File: src/design/two_button_debounce_long_press_keys_defines.svh
// assertion helpers used by the queue design file
`ifndef TWO_BUTTON_DEBOUNCE_LONG_PRESS_KEYS_DEFINES_SVH
`define TWO_BUTTON_DEBOUNCE_LONG_PRESS_KEYS_DEFINES_SVH

// clocked property, ignored while reset is held
`define TBDLPK_ASSERT(lbl, prop, msg) \
    lbl: assert property (@(posedge clk) disable iff (!rst_n) prop) else $error(msg);

// plain invariant checked on every edge out of reset
`define TBDLPK_ASSERT_ALWAYS(lbl, expr, msg) \
    lbl: assert property (@(posedge clk) disable iff (!rst_n) (expr)) else $error(msg);

`endif

File: src/design/tbdlpk_pkg.sv
package tbdlpk_pkg;

    localparam int QUEUE_DEPTH = 4;
    localparam int QIDX_W      = (QUEUE_DEPTH > 1) ? $clog2(QUEUE_DEPTH) : 1;
    localparam int QCNT_W      = $clog2(QUEUE_DEPTH + 1);
    localparam int QSUM_W      = QCNT_W + 2;
    localparam int PUSH_SLOTS  = 4;

    typedef enum logic [2:0] {
        REG_INVERT_LEVEL      = 3'd0,
        REG_SETTLE_TIME       = 3'd1,
        REG_HOLD_LIMIT        = 3'd2,
        REG_PRIMARY_PRESENT   = 3'd3,
        REG_SECONDARY_PRESENT = 3'd4,
        REG_PRIMARY_KEYS      = 3'd5,
        REG_SECONDARY_KEYS    = 3'd6
    } reg_index_t;

    typedef struct packed {
        logic [7:0] key;
        logic       pressed;
    } evt_t;

    // what one button lane found for the current beat
    typedef struct packed {
        logic       fire;
        logic [7:0] key;
    } lane_res_t;

    typedef struct packed {
        logic valid;
        evt_t evt;
        logic more;
    } pop_t;

endpackage

File: src/design/tbdlpk_lane.sv
module tbdlpk_lane
    import tbdlpk_pkg::*;
(
    input  logic        clk,
    input  logic        rst_n,
    input  logic        accept,
    input  logic        present,
    input  logic        level,
    input  logic        read_ok,
    input  logic [31:0] now_ms,
    input  logic        invert_level,
    input  logic [15:0] settle_time,
    input  logic [15:0] hold_limit,
    input  logic [15:0] keys,
    output lane_res_t   res
);

    logic        stable_reg;
    logic        stable_next;
    logic [31:0] press_start_reg;
    logic [31:0] press_start_next;
    logic [31:0] last_change_reg;
    logic [31:0] last_change_next;

    logic        raw;
    logic [31:0] elapsed;
    logic [31:0] held;
    logic        change;

    always_comb
    begin
        raw     = level ^ invert_level;
        elapsed = now_ms - last_change_reg;
        held    = now_ms - press_start_reg;
        change  = present && read_ok && (elapsed >= {16'd0, settle_time})
                  && (raw != stable_reg);
    end

    always_comb
    begin
        stable_next      = stable_reg;
        press_start_next = press_start_reg;
        last_change_next = last_change_reg;
        if (accept && change)
        begin
            stable_next      = raw;
            last_change_next = now_ms;
            if (raw)
            begin
                press_start_next = now_ms;
            end
        end
    end

    // a release is the only change that emits key events
    always_comb
    begin
        res.fire = accept && change && !raw;
        res.key  = (held < {16'd0, hold_limit}) ? keys[7:0] : keys[15:8];
    end

    always_ff @(posedge clk or negedge rst_n)
    begin
        if (!rst_n)
        begin
            stable_reg      <= 1'b0;
            press_start_reg <= 32'd0;
            last_change_reg <= 32'd0;
        end
        else
        begin
            stable_reg      <= stable_next;
            press_start_reg <= press_start_next;
            last_change_reg <= last_change_next;
        end
    end

endmodule

File: src/design/tbdlpk_queue.sv
`include "two_button_debounce_long_press_keys_defines.svh"

module tbdlpk_queue
    import tbdlpk_pkg::*;
(
    input  logic      clk,
    input  logic      rst_n,
    input  logic      accept,
    input  lane_res_t lane_a,
    input  lane_res_t lane_b,
    output pop_t      pop
);

    evt_t              mem [QUEUE_DEPTH];
    logic [QIDX_W-1:0] head_reg;
    logic [QIDX_W-1:0] head_next;
    logic [QCNT_W-1:0] count_reg;
    logic [QCNT_W-1:0] count_next;

    evt_t              slot     [PUSH_SLOTS];
    logic [2:0]        n_push;
    logic              slot_acc [PUSH_SLOTS];
    logic [QIDX_W-1:0] slot_idx [PUSH_SLOTS];
    logic [QSUM_W-1:0] pos      [PUSH_SLOTS];
    logic [QSUM_W-1:0] tsum     [PUSH_SLOTS];
    logic [QSUM_W-1:0] count_push;

    // merge the lanes: primary press/release first, then secondary
    always_comb
    begin
        slot[0] = lane_a.fire ? evt_t'{key: lane_a.key, pressed: 1'b1}
                              : evt_t'{key: lane_b.key, pressed: 1'b1};
        slot[1] = lane_a.fire ? evt_t'{key: lane_a.key, pressed: 1'b0}
                              : evt_t'{key: lane_b.key, pressed: 1'b0};
        slot[2] = evt_t'{key: lane_b.key, pressed: 1'b1};
        slot[3] = evt_t'{key: lane_b.key, pressed: 1'b0};
        n_push  = {1'b0, lane_a.fire, 1'b0} + {1'b0, lane_b.fire, 1'b0};
    end

    // pushes that find the queue full are dropped, so accepted ones form a prefix
    always_comb
    begin
        count_push = QSUM_W'(count_reg);
        for (int k = 0; k < PUSH_SLOTS; k++)
        begin
            pos[k]      = QSUM_W'(count_reg) + QSUM_W'(k);
            slot_acc[k] = (3'(k) < n_push) && (pos[k] < QSUM_W'(QUEUE_DEPTH));
            tsum[k]     = QSUM_W'(head_reg) + pos[k];
            if (tsum[k] >= QSUM_W'(QUEUE_DEPTH))
            begin
                tsum[k] = tsum[k] - QSUM_W'(QUEUE_DEPTH);
            end
            slot_idx[k] = tsum[k][QIDX_W-1:0];
            if (slot_acc[k])
            begin
                count_push = count_push + QSUM_W'(1);
            end
        end
    end

    always_comb
    begin
        pop.valid = count_push != '0;
        pop.more  = count_push > QSUM_W'(1);
        // an empty queue pops straight from the first push of this beat
        if (!pop.valid)
        begin
            pop.evt = '0;
        end
        else if (count_reg == '0)
        begin
            pop.evt = slot[0];
        end
        else
        begin
            pop.evt = mem[head_reg];
        end
    end

    always_comb
    begin
        head_next  = head_reg;
        count_next = count_reg;
        if (accept)
        begin
            count_next = QCNT_W'(count_push - QSUM_W'(pop.valid));
            if (pop.valid)
            begin
                if (QSUM_W'(head_reg) == QSUM_W'(QUEUE_DEPTH - 1))
                begin
                    head_next = '0;
                end
                else
                begin
                    head_next = head_reg + QIDX_W'(1);
                end
            end
        end
    end

    always_ff @(posedge clk or negedge rst_n)
    begin
        if (!rst_n)
        begin
            head_reg  <= '0;
            count_reg <= '0;
        end
        else
        begin
            head_reg  <= head_next;
            count_reg <= count_next;
        end
    end

    always_ff @(posedge clk)
    begin
        for (int k = 0; k < PUSH_SLOTS; k++)
        begin
            if (accept && slot_acc[k])
            begin
                mem[slot_idx[k]] <= slot[k];
            end
        end
    end

    `TBDLPK_ASSERT_ALWAYS(a_count_bound, count_reg <= QCNT_W'(QUEUE_DEPTH), "queue count overrun")
    `TBDLPK_ASSERT(a_hold_idle, !accept |=> $stable(count_reg) && $stable(head_reg), "queue moved without a beat")
    `TBDLPK_ASSERT(a_no_phantom, accept && count_reg == '0 && !lane_a.fire && !lane_b.fire |-> !pop.valid, "pop from empty queue")

endmodule

File: src/design/two_button_debounce_long_press_keys.sv
// channel  | handshake             | payload
// ---------+-----------------------+-----------------------------------------------
// poll in  | in_valid / in_ready   | now_ms, primary_/secondary_ level, read_ok
// event out| out_valid / out_ready | event_valid, key_code, key_pressed, more_pending
// config   | cfg_write             | cfg_index, cfg_data
//
// one poll beat per cycle while in_ready is high; its result lands in the output register on the next edge
// both button lanes and the queue update in the same cycle as the input beat
// a held result blocks input only while out_ready is low
// reset (async, low) clears lanes, queue pointers and loads register defaults
module two_button_debounce_long_press_keys
    import tbdlpk_pkg::*;
(
    input  logic        clk,
    input  logic        rst_n,
    input  logic        cfg_write,
    input  logic [2:0]  cfg_index,
    input  logic [15:0] cfg_data,
    input  logic        in_valid,
    output logic        in_ready,
    input  logic [31:0] now_ms,
    input  logic        primary_level,
    input  logic        primary_read_ok,
    input  logic        secondary_level,
    input  logic        secondary_read_ok,
    output logic        out_valid,
    input  logic        out_ready,
    output logic        event_valid,
    output logic [7:0]  key_code,
    output logic        key_pressed,
    output logic        more_pending
);

    logic        invert_level_reg;
    logic [15:0] settle_time_reg;
    logic [15:0] hold_limit_reg;
    logic        primary_present_reg;
    logic        secondary_present_reg;
    logic [15:0] primary_keys_reg;
    logic [15:0] secondary_keys_reg;

    logic        out_valid_reg;
    logic        out_valid_next;
    pop_t        out_pop_reg;

    logic        accept;
    lane_res_t   lane_a;
    lane_res_t   lane_b;
    pop_t        pop;

    assign in_ready = !out_valid_reg || out_ready;
    assign accept   = in_valid && in_ready;

    always_ff @(posedge clk or negedge rst_n)
    begin
        if (!rst_n)
        begin
            invert_level_reg      <= 1'b0;
            settle_time_reg       <= 16'd20;
            hold_limit_reg        <= 16'd500;
            primary_present_reg   <= 1'b1;
            secondary_present_reg <= 1'b0;
            primary_keys_reg      <= 16'h0A09;
            secondary_keys_reg    <= 16'h0B09;
        end
        else if (cfg_write)
        begin
            case (reg_index_t'(cfg_index))
                REG_INVERT_LEVEL:      invert_level_reg      <= cfg_data[0];
                REG_SETTLE_TIME:       settle_time_reg       <= cfg_data;
                REG_HOLD_LIMIT:        hold_limit_reg        <= cfg_data;
                REG_PRIMARY_PRESENT:   primary_present_reg   <= cfg_data[0];
                REG_SECONDARY_PRESENT: secondary_present_reg <= cfg_data[0];
                REG_PRIMARY_KEYS:      primary_keys_reg      <= cfg_data;
                REG_SECONDARY_KEYS:    secondary_keys_reg    <= cfg_data;
                default: ;
            endcase
        end
    end

    tbdlpk_lane u_lane_primary (
        .clk          (clk),
        .rst_n        (rst_n),
        .accept       (accept),
        .present      (primary_present_reg),
        .level        (primary_level),
        .read_ok      (primary_read_ok),
        .now_ms       (now_ms),
        .invert_level (invert_level_reg),
        .settle_time  (settle_time_reg),
        .hold_limit   (hold_limit_reg),
        .keys         (primary_keys_reg),
        .res          (lane_a)
    );

    tbdlpk_lane u_lane_secondary (
        .clk          (clk),
        .rst_n        (rst_n),
        .accept       (accept),
        .present      (secondary_present_reg),
        .level        (secondary_level),
        .read_ok      (secondary_read_ok),
        .now_ms       (now_ms),
        .invert_level (invert_level_reg),
        .settle_time  (settle_time_reg),
        .hold_limit   (hold_limit_reg),
        .keys         (secondary_keys_reg),
        .res          (lane_b)
    );

    tbdlpk_queue u_queue (
        .clk    (clk),
        .rst_n  (rst_n),
        .accept (accept),
        .lane_a (lane_a),
        .lane_b (lane_b),
        .pop    (pop)
    );

    always_comb
    begin
        out_valid_next = out_valid_reg;
        if (accept)
        begin
            out_valid_next = 1'b1;
        end
        else if (out_ready)
        begin
            out_valid_next = 1'b0;
        end
    end

    always_ff @(posedge clk or negedge rst_n)
    begin
        if (!rst_n)
        begin
            out_valid_reg <= 1'b0;
        end
        else
        begin
            out_valid_reg <= out_valid_next;
        end
    end

    always_ff @(posedge clk)
    begin
        if (accept)
        begin
            out_pop_reg <= pop;
        end
    end

    assign out_valid    = out_valid_reg;
    assign event_valid  = out_pop_reg.valid;
    assign key_code     = out_pop_reg.evt.key;
    assign key_pressed  = out_pop_reg.evt.pressed;
    assign more_pending = out_pop_reg.more;

endmodule
File: config.mk
export PLATFORM = sky130hd
export DESIGN_NAME = two_button_debounce_long_press_keys
export DESIGN_NICKNAME = d
export VERILOG_FILES = /design/src/design/tbdlpk_pkg.sv /design/src/design/tbdlpk_lane.sv /design/src/design/tbdlpk_queue.sv /design/src/design/two_button_debounce_long_press_keys.sv
export VERILOG_INCLUDE_DIRS = /design/src /design/src/design
export SDC_FILE = /design/constraint.sdc
export NUM_CORES = 1
export LEC_CHECK = 0
export ABC_AREA = 1
export BUFFER_PORTS_ARGS = -buffer_cell sky130_fd_sc_hd__buf_4
export CAP_MARGIN = 5
export CORE_AREA = 10 10 186 188
export DETAILED_ROUTE_END_ITERATION = 8
export DIE_AREA = 0 0 196 198
export PLACE_DENSITY = 0.94
export SETUP_SLACK_MARGIN = 0.15
export SYNTH_ARGS = -nofsm -noshare
export SYNTH_HDL_FRONTEND = slang
export SYNTH_SLANG_ARGS = --single-unit
File: constraint.sdc
create_clock -name clk -period 14.6 [get_ports clk]
set_input_delay 1.46 -clock clk [delete_from_list [all_inputs] [get_ports clk]]
set_output_delay 1.46 -clock clk [all_outputs]
set_load 0.1 [all_outputs]
; ---- After elaboration in Yosys (flattened, before gate mapping)
; Memory sizes are Yosys's and may differ from the RTL's. A register that Yosys moved wholly into a read port is not among the register bits.
; Cells that the tools add are included.
[totals]
memories = 1
ram_bits = 36
output_inout_bits = 13
in_bits = 60
register_bits = 205
word_cells = 128
[memory_table]
columns = memory, depth, word_bits, rd, rd_ports_with_merged_regs, wr, line_no
row1 = u_queue.mem, 4, 9, 1, 1, 4, tbdlpk_queue.sv:14  ; evt_t mem [QUEUE_DEPTH];
[classes]
reduce_logical = 37
n_lt_le_gt_ge = 17
n_eq_ne = 9
addsub = 21
muxes = 23
n_bitwise = 2
[op_table]
columns = operator, count
row1 = subtractor 32 bit, 4
row2 = >= comparator 32 x 16 -> 1 bit, 2
row3 = < comparator 32 x 16 -> 1 bit, 2
row4 = two-way mux 5 bit, 4
row5 = AND reduction 2 bit, 10
row6 = logical AND 1 bit, 19
row7 = two-way mux 9 bit, 2
row8 = two-way mux 8 bit, 2
row9 = adder 2 x 4 -> 5 bit, 3
row10 = "adder 5 x 1 -> 5 bit, second input constant", 3
row11 = ">= comparator 5 x 3 -> 1 bit, second input constant", 3
row12 = "< comparator 5 x 3 -> 1 bit, second input constant", 3
row13 = two-way mux 1 bit, 10
row14 = two-way mux 2 bit, 5
row15 = "equality test 3 bit, second input constant", 3
row16 = "adder 3 x 2 -> 4 bit, second input constant", 2
row17 = "subtractor 2 x 1 -> 2 bit, second input constant", 4
row18 = "equality test 3 x 2 -> 1 bit, second input constant", 2
row19 = "< comparator 1 x 3 -> 1 bit, first input constant", 2
row20 = "< comparator 2 x 3 -> 1 bit, first input constant", 2
row21 = "> comparator 5 x 1 -> 1 bit, second input constant", 1
row22 = nonzero test 5 bit, 1
row23 = adder 2 x 3 -> 4 bit, 1
row24 = "adder 3 x 1 -> 4 bit, second input constant", 1
row25 = other kinds (13), 18

; ---- Logic depth before layout (Yosys ltp)
; Gate-level depths: netlist (run 1).
[logic_depth]
ltp_word = 18
depth_mapped = 47
ltp_nobuf = 47

; ---- Hierarchy
; Synthesis (run 1) repeated with hierarchy kept, for this count alone.
[unflattened]
hier_cells = 3699
hier_area_um2 = 23309.9
[modules_own_cells]
columns = mod, seq_area_each_um2, area_each_um2, n_inst, cells_each
row1 = tbdlpk_lane at u_lane_primary, 1626.6, 8680.8, 1, 1512
row2 = tbdlpk_lane at u_lane_secondary, 1626.6, 8506.9, 1, 1480
row3 = two_button_debounce_long_press_keys, 2054.5, 3105.5, 1, 319
row4 = tbdlpk_queue, 1166.1, 3016.6, 1, 388

; ---- Least setup slack after synthesis (run 1)
; No wires, ideal clock.
[synth_path]
kind = input-to-reg
startpoint = in now_ms[0]
endpoint = reg u_queue.count_reg[2]
arrival_ps = 6775
setup_time_ps = 86
path_slack_ps = 7739
path_buffers = 0
required_time_ps = 14514
cell_stages = 43
path_cell_list = inv_1 ha_1 fa_1 inv_1 nand2_1 nand2_1 nand3_1 nand2_1 nand2_1 nand2_1 xor2_1 ha_1 a21oi_1 nor2_1 a211oi_1 nand3_1 nor2_1 nand3_1 [7 not listed] ha_1 nand2_1 and2_1 inv_1 ha_1 or2_0 nand2_1 inv_1 ha_1 or2_2 nand2_2 nand2_2 nor2_4 nand2_4 ha_1 ha_1 xor2_1 o21ai_0
[synth_lines]
columns = item, line_no
row1 = from (decl), two_button_debounce_long_press_keys.sv:21  ; input logic [31:0] now_ms,
row2 = to (signal assigned), tbdlpk_queue.sv:111  ; count_reg <= count_next;
row3 = to (decl), tbdlpk_queue.sv:17  ; logic [QCNT_W-1:0] count_reg;

==> impl_metrics.csv, run 1 <==
group,metric,value,unit
placement,numPlacedInstances,3553,
power_and_ir_drop,p_per_area,217,mW/mm^2
critical_path,cp-end-kind,"register",
timing,fmax,0.138,GHz
timing,worstMarginPinSlew,1.27,ns
synthesis,ys_warn_count,0,
clock_tree,cts_buffer_depth,3,
clock_tree,postCtsSetupBuffers,0,
synthesis,avgSynthCellArea,6.71,um^2
clock_tree,cts_made_buffers,27,
floorplanning,die-area,0.0388,mm^2
synthesis,netlist_area,0.0210,mm^2
timing,fin_setup_tns,0,ns
drt,drc,0,
synthesis,ys_types,55,
synthesis,synth.top_cells.by_area,"dfrtp_1 (22%), nand2_1 (18%), ha_1 (12%), inv_1 (9.9%), o21ai_0 (6.8%)",
synthesis,yosys.area.top_type,"dfrtp_1",
finish,stdcell_count,3603,
critical_path,rr_endpoint,"u_queue.count_reg[2]",
critical_path,cp.arrival,7.72,ns
clock_tree,cts_sinks,250,
synthesis,synth.net_count,3386,
timing,slew_viol_final,0,
finish,area_delta_synth_final,8.38,%
timing,hold_slack,0.482,ns
timing,skew,0.0269,ns
critical_path,r2r_setup_slack,8.06,ns
critical_path,cpPeakStageDelay,0.42,ns
hold_path,hp-class,"reg2reg",
clock_tree,post_cts_resized,0,
timing,rsz0062_at_grt,"false",
critical_path,worstPathRequired,15.08,ns
finish,layout.nets,3440,
global_route,grtUsageTotal,33.8,%
finish,fill_cells,2522,
global_route,grt_pass1_vias,19856,
synthesis,netlist_instances,3126,
finish,final_cell_mix,"nand2_1 (991), inv_1 (554), o21ai_0 (286), ha_1 (196), nor2_1 (186)",
finish,seqCellArea,0.00647,mm^2
timing,hold_viol_final,0,
critical_path,rr_startpoint,"u_lane_primary.last_change_reg[3]",
floorplanning,dieWidth,196,um
drt,routedWlPerCell,18.6,um
global_route,grt_start_max_net_pins,120,
drt,vias,20939,
finish,final_common_cell,"nand2_1",
timing,slew-limit-headroom,15.0,%
clock_tree,clk_pin_slew_worst_paths,0.06,ns
drt,totalWireLength,67200,um
placement,gp_congestion,1.06,
synthesis,synth-seq-cells,250,
critical_path,crit_fanout,8,
hold_path,hold_end,"u_lane_secondary.stable_reg",
hold_path,min_from,"u_lane_secondary.stable_reg",
placement,port_buffers,72,
critical_path,crit_slowest_cell,"fa_1",
floorplanning,dieHeight,198,um
clock_tree,clock_latency,0.57,ns
status,status,"finished clean",
floorplanning,io_pins,73,
power_and_ir_drop,irDropWorstVdd,154,uV
drt,drtAntennaViolNets,0,
floorplanning,start_util,67.5,%
critical_path,crit_type,"in2reg",
placement,placed_area,0.0219,mm^2
drt,drt_iter0_drc,2105,
clock_tree,root_buffer,"clkbuf_16",
floorplanning,coreArea,0.0311,mm^2
synthesis,ys_seq_area_share,30.9,%
timing,period_minus_slack,7.24,ns
finish,drive_gt1_share,6.94,%
critical_path,rr_worst_depth,42,
placement,hpwl,53000,um
finish,diodes,0,
timing,setup_violations,0,
floorplanning,row_count,65,
critical_path,startpoint,"now_ms[0]",
global_route,grt_overflow,0,
critical_path,critPathMostFrequentCell,"nand2_1",
global_route,antenna_found_initial,0,
finish,largest_reg_flops,36,
synthesis,synth_top_area_share,22.1,%
finish,multiInputGateArea,0.0121,mm^2
clock_tree,cts_htree_levels,1,
power_and_ir_drop,p_total,4930,uW
drt,dr.pass1.iters,6,
power_and_ir_drop,p_leak,0.0122,uW
global_route,grt_pass1_wl,105000,um
drt,vias_per_cell,5.81,
run,cap_violations,0,
timing,fin_crit_sh,49.6,%
critical_path,cp-start-kind,"input port",
clock_tree,cts_hold_buffers,0,
hold_path,holdPathStages,2,
clock_tree,cts_tree,"built",
finish,final_cell_area,0.0227,mm^2
[report_power, final]
part	total (uW)	internal, uW	switching (uW)
combinational	3130	1080	2050
clock	685	384	301
sequential	1110	955	157
[worst max path at each step]
stage               slack [ns]  depth (start not counted)                    to
floorplan                 7.74                         43  u_queue.count_reg[2]
global placement          7.07                         44  u_queue.count_reg[2]
detailed placement        6.86                         44  u_queue.count_reg[2]
CTS                       7.41                         44  u_queue.count_reg[2]
global route              6.82                         44  u_queue.count_reg[2]
finish                    7.36                         44  u_queue.count_reg[2]
[cell usage after synthesis (all sizes together)]
cell	instances
nand2	1014
inv	569
o21ai	302
nor2	204
ha	196
dfrtp	185
a21oi	157
nand3	111
xor2	62
clkbuf	46
edfxtp	43
nand4	40
xnor2	32
nor3	25
dfstp	18
and2	15
o21bai	11
a31oi	9
o22ai	9
or2	9
a21o	8
buf	7
a211oi	6
nor4	6
o211ai	5
o21a	5
o221ai	5
clkinv	4
dfxtp	4
fa	4
nand3b	4
a21boi	3
o2111ai	3
and3	2
a211o	1
a221oi	1
a32oi	1
[cells by family (layout without fill, tap and decap cells)]
group / count (synthesis) / after routing / share of synthesized area (%)
compound gates: 526 / 526 / 13.6
fa+ha+maj: 200 / 200 / 12.1
simple gates: 1430 / 1430 / 28.3
xor+xnor: 94 / 94 / 3.93
buf+inv: 626 / 701 / 11.2
flops: 250 / 250 / 30.9
[per-stage QoR]
stage | util [%] | setup WS [ns]
final | 73.1 | 7.36
after global placement | 70.4 | 7.07
after global routing | 73.1 | 6.82
after floorplan | - | 7.74
after detailed placement | 70.4 | 6.86
after CTS | 73.1 | 7.41
[worst max-delay path, delay by kind of cell]
family | cells | cell delay, ns
buf+inv | 5 | 0.39
xor+xnor | 2 | 0.24
fa+ha+maj | 8 | 2.03
compound gates | 3 | 0.48
simple gates | 26 | 3.08
[layout make-up]
cell class              count  share of cell area, %
multi-input cells        2250                   53.4
flip-flops and latches    250                   28.5
inverters                 573                   9.48
clock buffers              34                   3.13
repair buffers             78                   2.60
well taps                 402                   2.21
clock inverters            16                  0.666
[per-layer routing]
layer | vias to the layer above | share of wire [%] | global-route usage (%) | wire, um
li1 | 10024 | - | - | -
met4 | 0 | 6.5 | 20.0 | 4330
met2 | 1074 | 46 | 55.6 | 30800
met3 | 254 | 9.0 | 6.24 | 6020
met5 | - | 0 | 0 | 0
met1 | 9587 | 39 | 40.6 | 26000
Note: power is estimated with default switching activity, not from simulation.
==> run 2, diff against run 1 <==
- CORE_AREA: 10 10 186 188 -> 10 10 202 204
- DIE_AREA: 0 0 196 198 -> 0 0 212 214
- PLACE_DENSITY: 0.94 -> 0.85
- clock period: 14.6 -> 6.04 ns (I/O delays scaled with it)
==> run 2 against run 1 <==
Sequential share of layout area down 2.5 points. Via count up 0.38%. Non-clock buffer count up 151. Design area up 9.5%.
==> impl_metrics.csv, run 2 (synthesis gave the netlist of run 1 again) <==
group,metric,value,unit
timing,setup_violations,0,
finish,postLayoutCoreUtil,67.2,%
placement,placed_area,0.0229,mm^2
drt,met2_length,29300,um
critical_path,crit_type,"reg2reg",
timing,hold_viol_final,0,
placement,hpwl,48300,um
timing,fmax,0.173,GHz
drt,vias,21019,
timing,slew_viol_final,0,
timing,period_minus_slack,5.80,ns
critical_path,worstPathRequired,6.50,ns
drt,dr_wl_met3,4820,um
clock_tree,root_buffer,"clkbuf_16",
critical_path,cpPeakStageDelay,0.39,ns
clock_tree,clock_latency,0.58,ns
finish,layout.nets,3593,
global_route,grtUsageTotal,26.4,%
critical_path,cp-end-kind,"register",
floorplanning,coreArea,0.0370,mm^2
power_and_ir_drop,p_leak,0.0131,uW
drt,routedWlPerCell,16.7,um
critical_path,startpoint,"u_lane_primary.last_change_reg[5]",
drt,drc,0,
drt,dr.pass1.iters,8,
critical_path,cp-start-kind,"register",
floorplanning,io_pins,73,
drt,totalWireLength,63900,um
finish,final_common_cell,"nand2_1",
drt,drtAntennaViolNets,0,
drt,dr.max_layer_used,"met4",
clock_tree,cts_buffer_depth,3,
drt,wl_met1,26200,um
drt,drt_iter0_drc,1933,
clock_tree,cts_hold_buffers,0,
clock_tree,cts_sinks,250,
status,status,"finished clean",
floorplanning,dieHeight,214,um
clock_tree,cts_made_buffers,29,
floorplanning,dieWidth,212,um
placement,gp_congestion,0.989,
run,cap_violations,0,
finish,final_cell_area,0.0249,mm^2
critical_path,crit_slowest_cell,"dfrtp_1",
finish,drive_gt1_share,15.7,%
global_route,grt_pass1_wl,97800,um
floorplanning,die-area,0.0454,mm^2
placement,port_buffers,72,
clock_tree,cts_tree,"built",
finish,diodes,0,
timing,slew-limit-headroom,26.3,%
clock_tree,clk_pin_slew_worst_paths,0.07,ns
global_route,antenna_found_initial,0,
global_route,grt_pass1_vias,19202,
floorplanning,start_util,56.6,%
drt,vias_per_cell,5.49,
hold_path,hp-class,"in2async",
timing,fin_setup_tns,0,ns
finish,area_delta_synth_final,18.7,%
critical_path,crit_fanout,4,
finish,largest_reg_flops,36,
critical_path,cp.arrival,6.25,ns
timing,fin_crit_sh,95.9,%
floorplanning,row_count,71,
timing,worstMarginPinSlew,1.11,ns
timing,skew,0.0178,ns
power_and_ir_drop,irDropWorstVdd,368,uV
critical_path,rr_startpoint,"u_lane_primary.last_change_reg[5]",
global_route,grt_overflow,0,
power_and_ir_drop,p_per_area,522,mW/mm^2
finish,final_cell_mix,"nand2_1 (943), inv_1 (527), o21ai_0 (285), buf_4 (224), dfrtp_1 (184)",
clock_tree,cts_htree_levels,1,
global_route,grt_start_max_net_pins,107,
[run 2: worst paths after layout]
kind                                                              to  slack [ns]  depth (start not counted)
max in group asynchronous          u_lane_primary.last_change_reg[7]        4.90                          2
worst max-delay path                            u_queue.count_reg[2]        0.24                         41
min in group clk                                           out_valid        0.28                          4
worst min-delay path                          secondary_keys_reg[10]        0.05                          1
worst max register to register                  u_queue.count_reg[2]        0.24                         41
worst min register to register  u_lane_secondary.press_start_reg[28]        0.48                          2
[run 2: timing repair]
item,in CTS,in global routing
setup endpoints to repair,2,16
buffers inserted,4,28
pin swaps,6,86
gates resized for setup,21,143
endpoints found under the hold margin,0,0
[run 2: per-stage QoR]
stage          hold slack, ns  power, uW  cells  setup WS [ns]
3_3_place_gp            0.465       9990   3744        -0.0278
2_1_floorplan           0.308       8030   3126          0.154
6_report               0.0530      13000   3830          0.245
3_5_place_dp            0.473      10200   3744         -0.235
5_1_grt                 0.128      14100   3830     -0.0000870
4_1_cts                 0.124      12200   3802          0.171
[run 2: per-layer routing]
layer / vias up / global-route usage [%]
li1: 10318 / -
met1: 9551 / 34.0
met2: 932 / 43.3
met3: 218 / 3.24
met4: 0 / 11.9
met5: - / 0
[run 2: power by group]
group	leakage [uW]	internal (uW)	switching, uW
Combinational	0.00967	3280	5080
Sequential	0.00296	2310	377
Clock	0.000515	1170	769
[run 2: final cells by class]
type                            count  area (um^2)
Multi-Input combinational cell   2250        12900
Inverter                          573         2160
Clock buffer                       33          761
Timing Repair Buffer              229         1750
Clock inverter                     21          293
Fill cell                        2992        12200
Tap cell                          474          593
Sequential cell                   250         6470
[run 2: critical path, delay by kind of cell, from the launching register on]
kind | cells | cell delay (ns)
AOI/OAI and AO/OA | 2 | 0.24
xor gates and xnor gates | 2 | 0.36
adders and majority gates | 7 | 1.58
buffers and inverters | 6 | 0.44
DFF | 1 | 0.39
and+or+nand+nor | 24 | 2.69
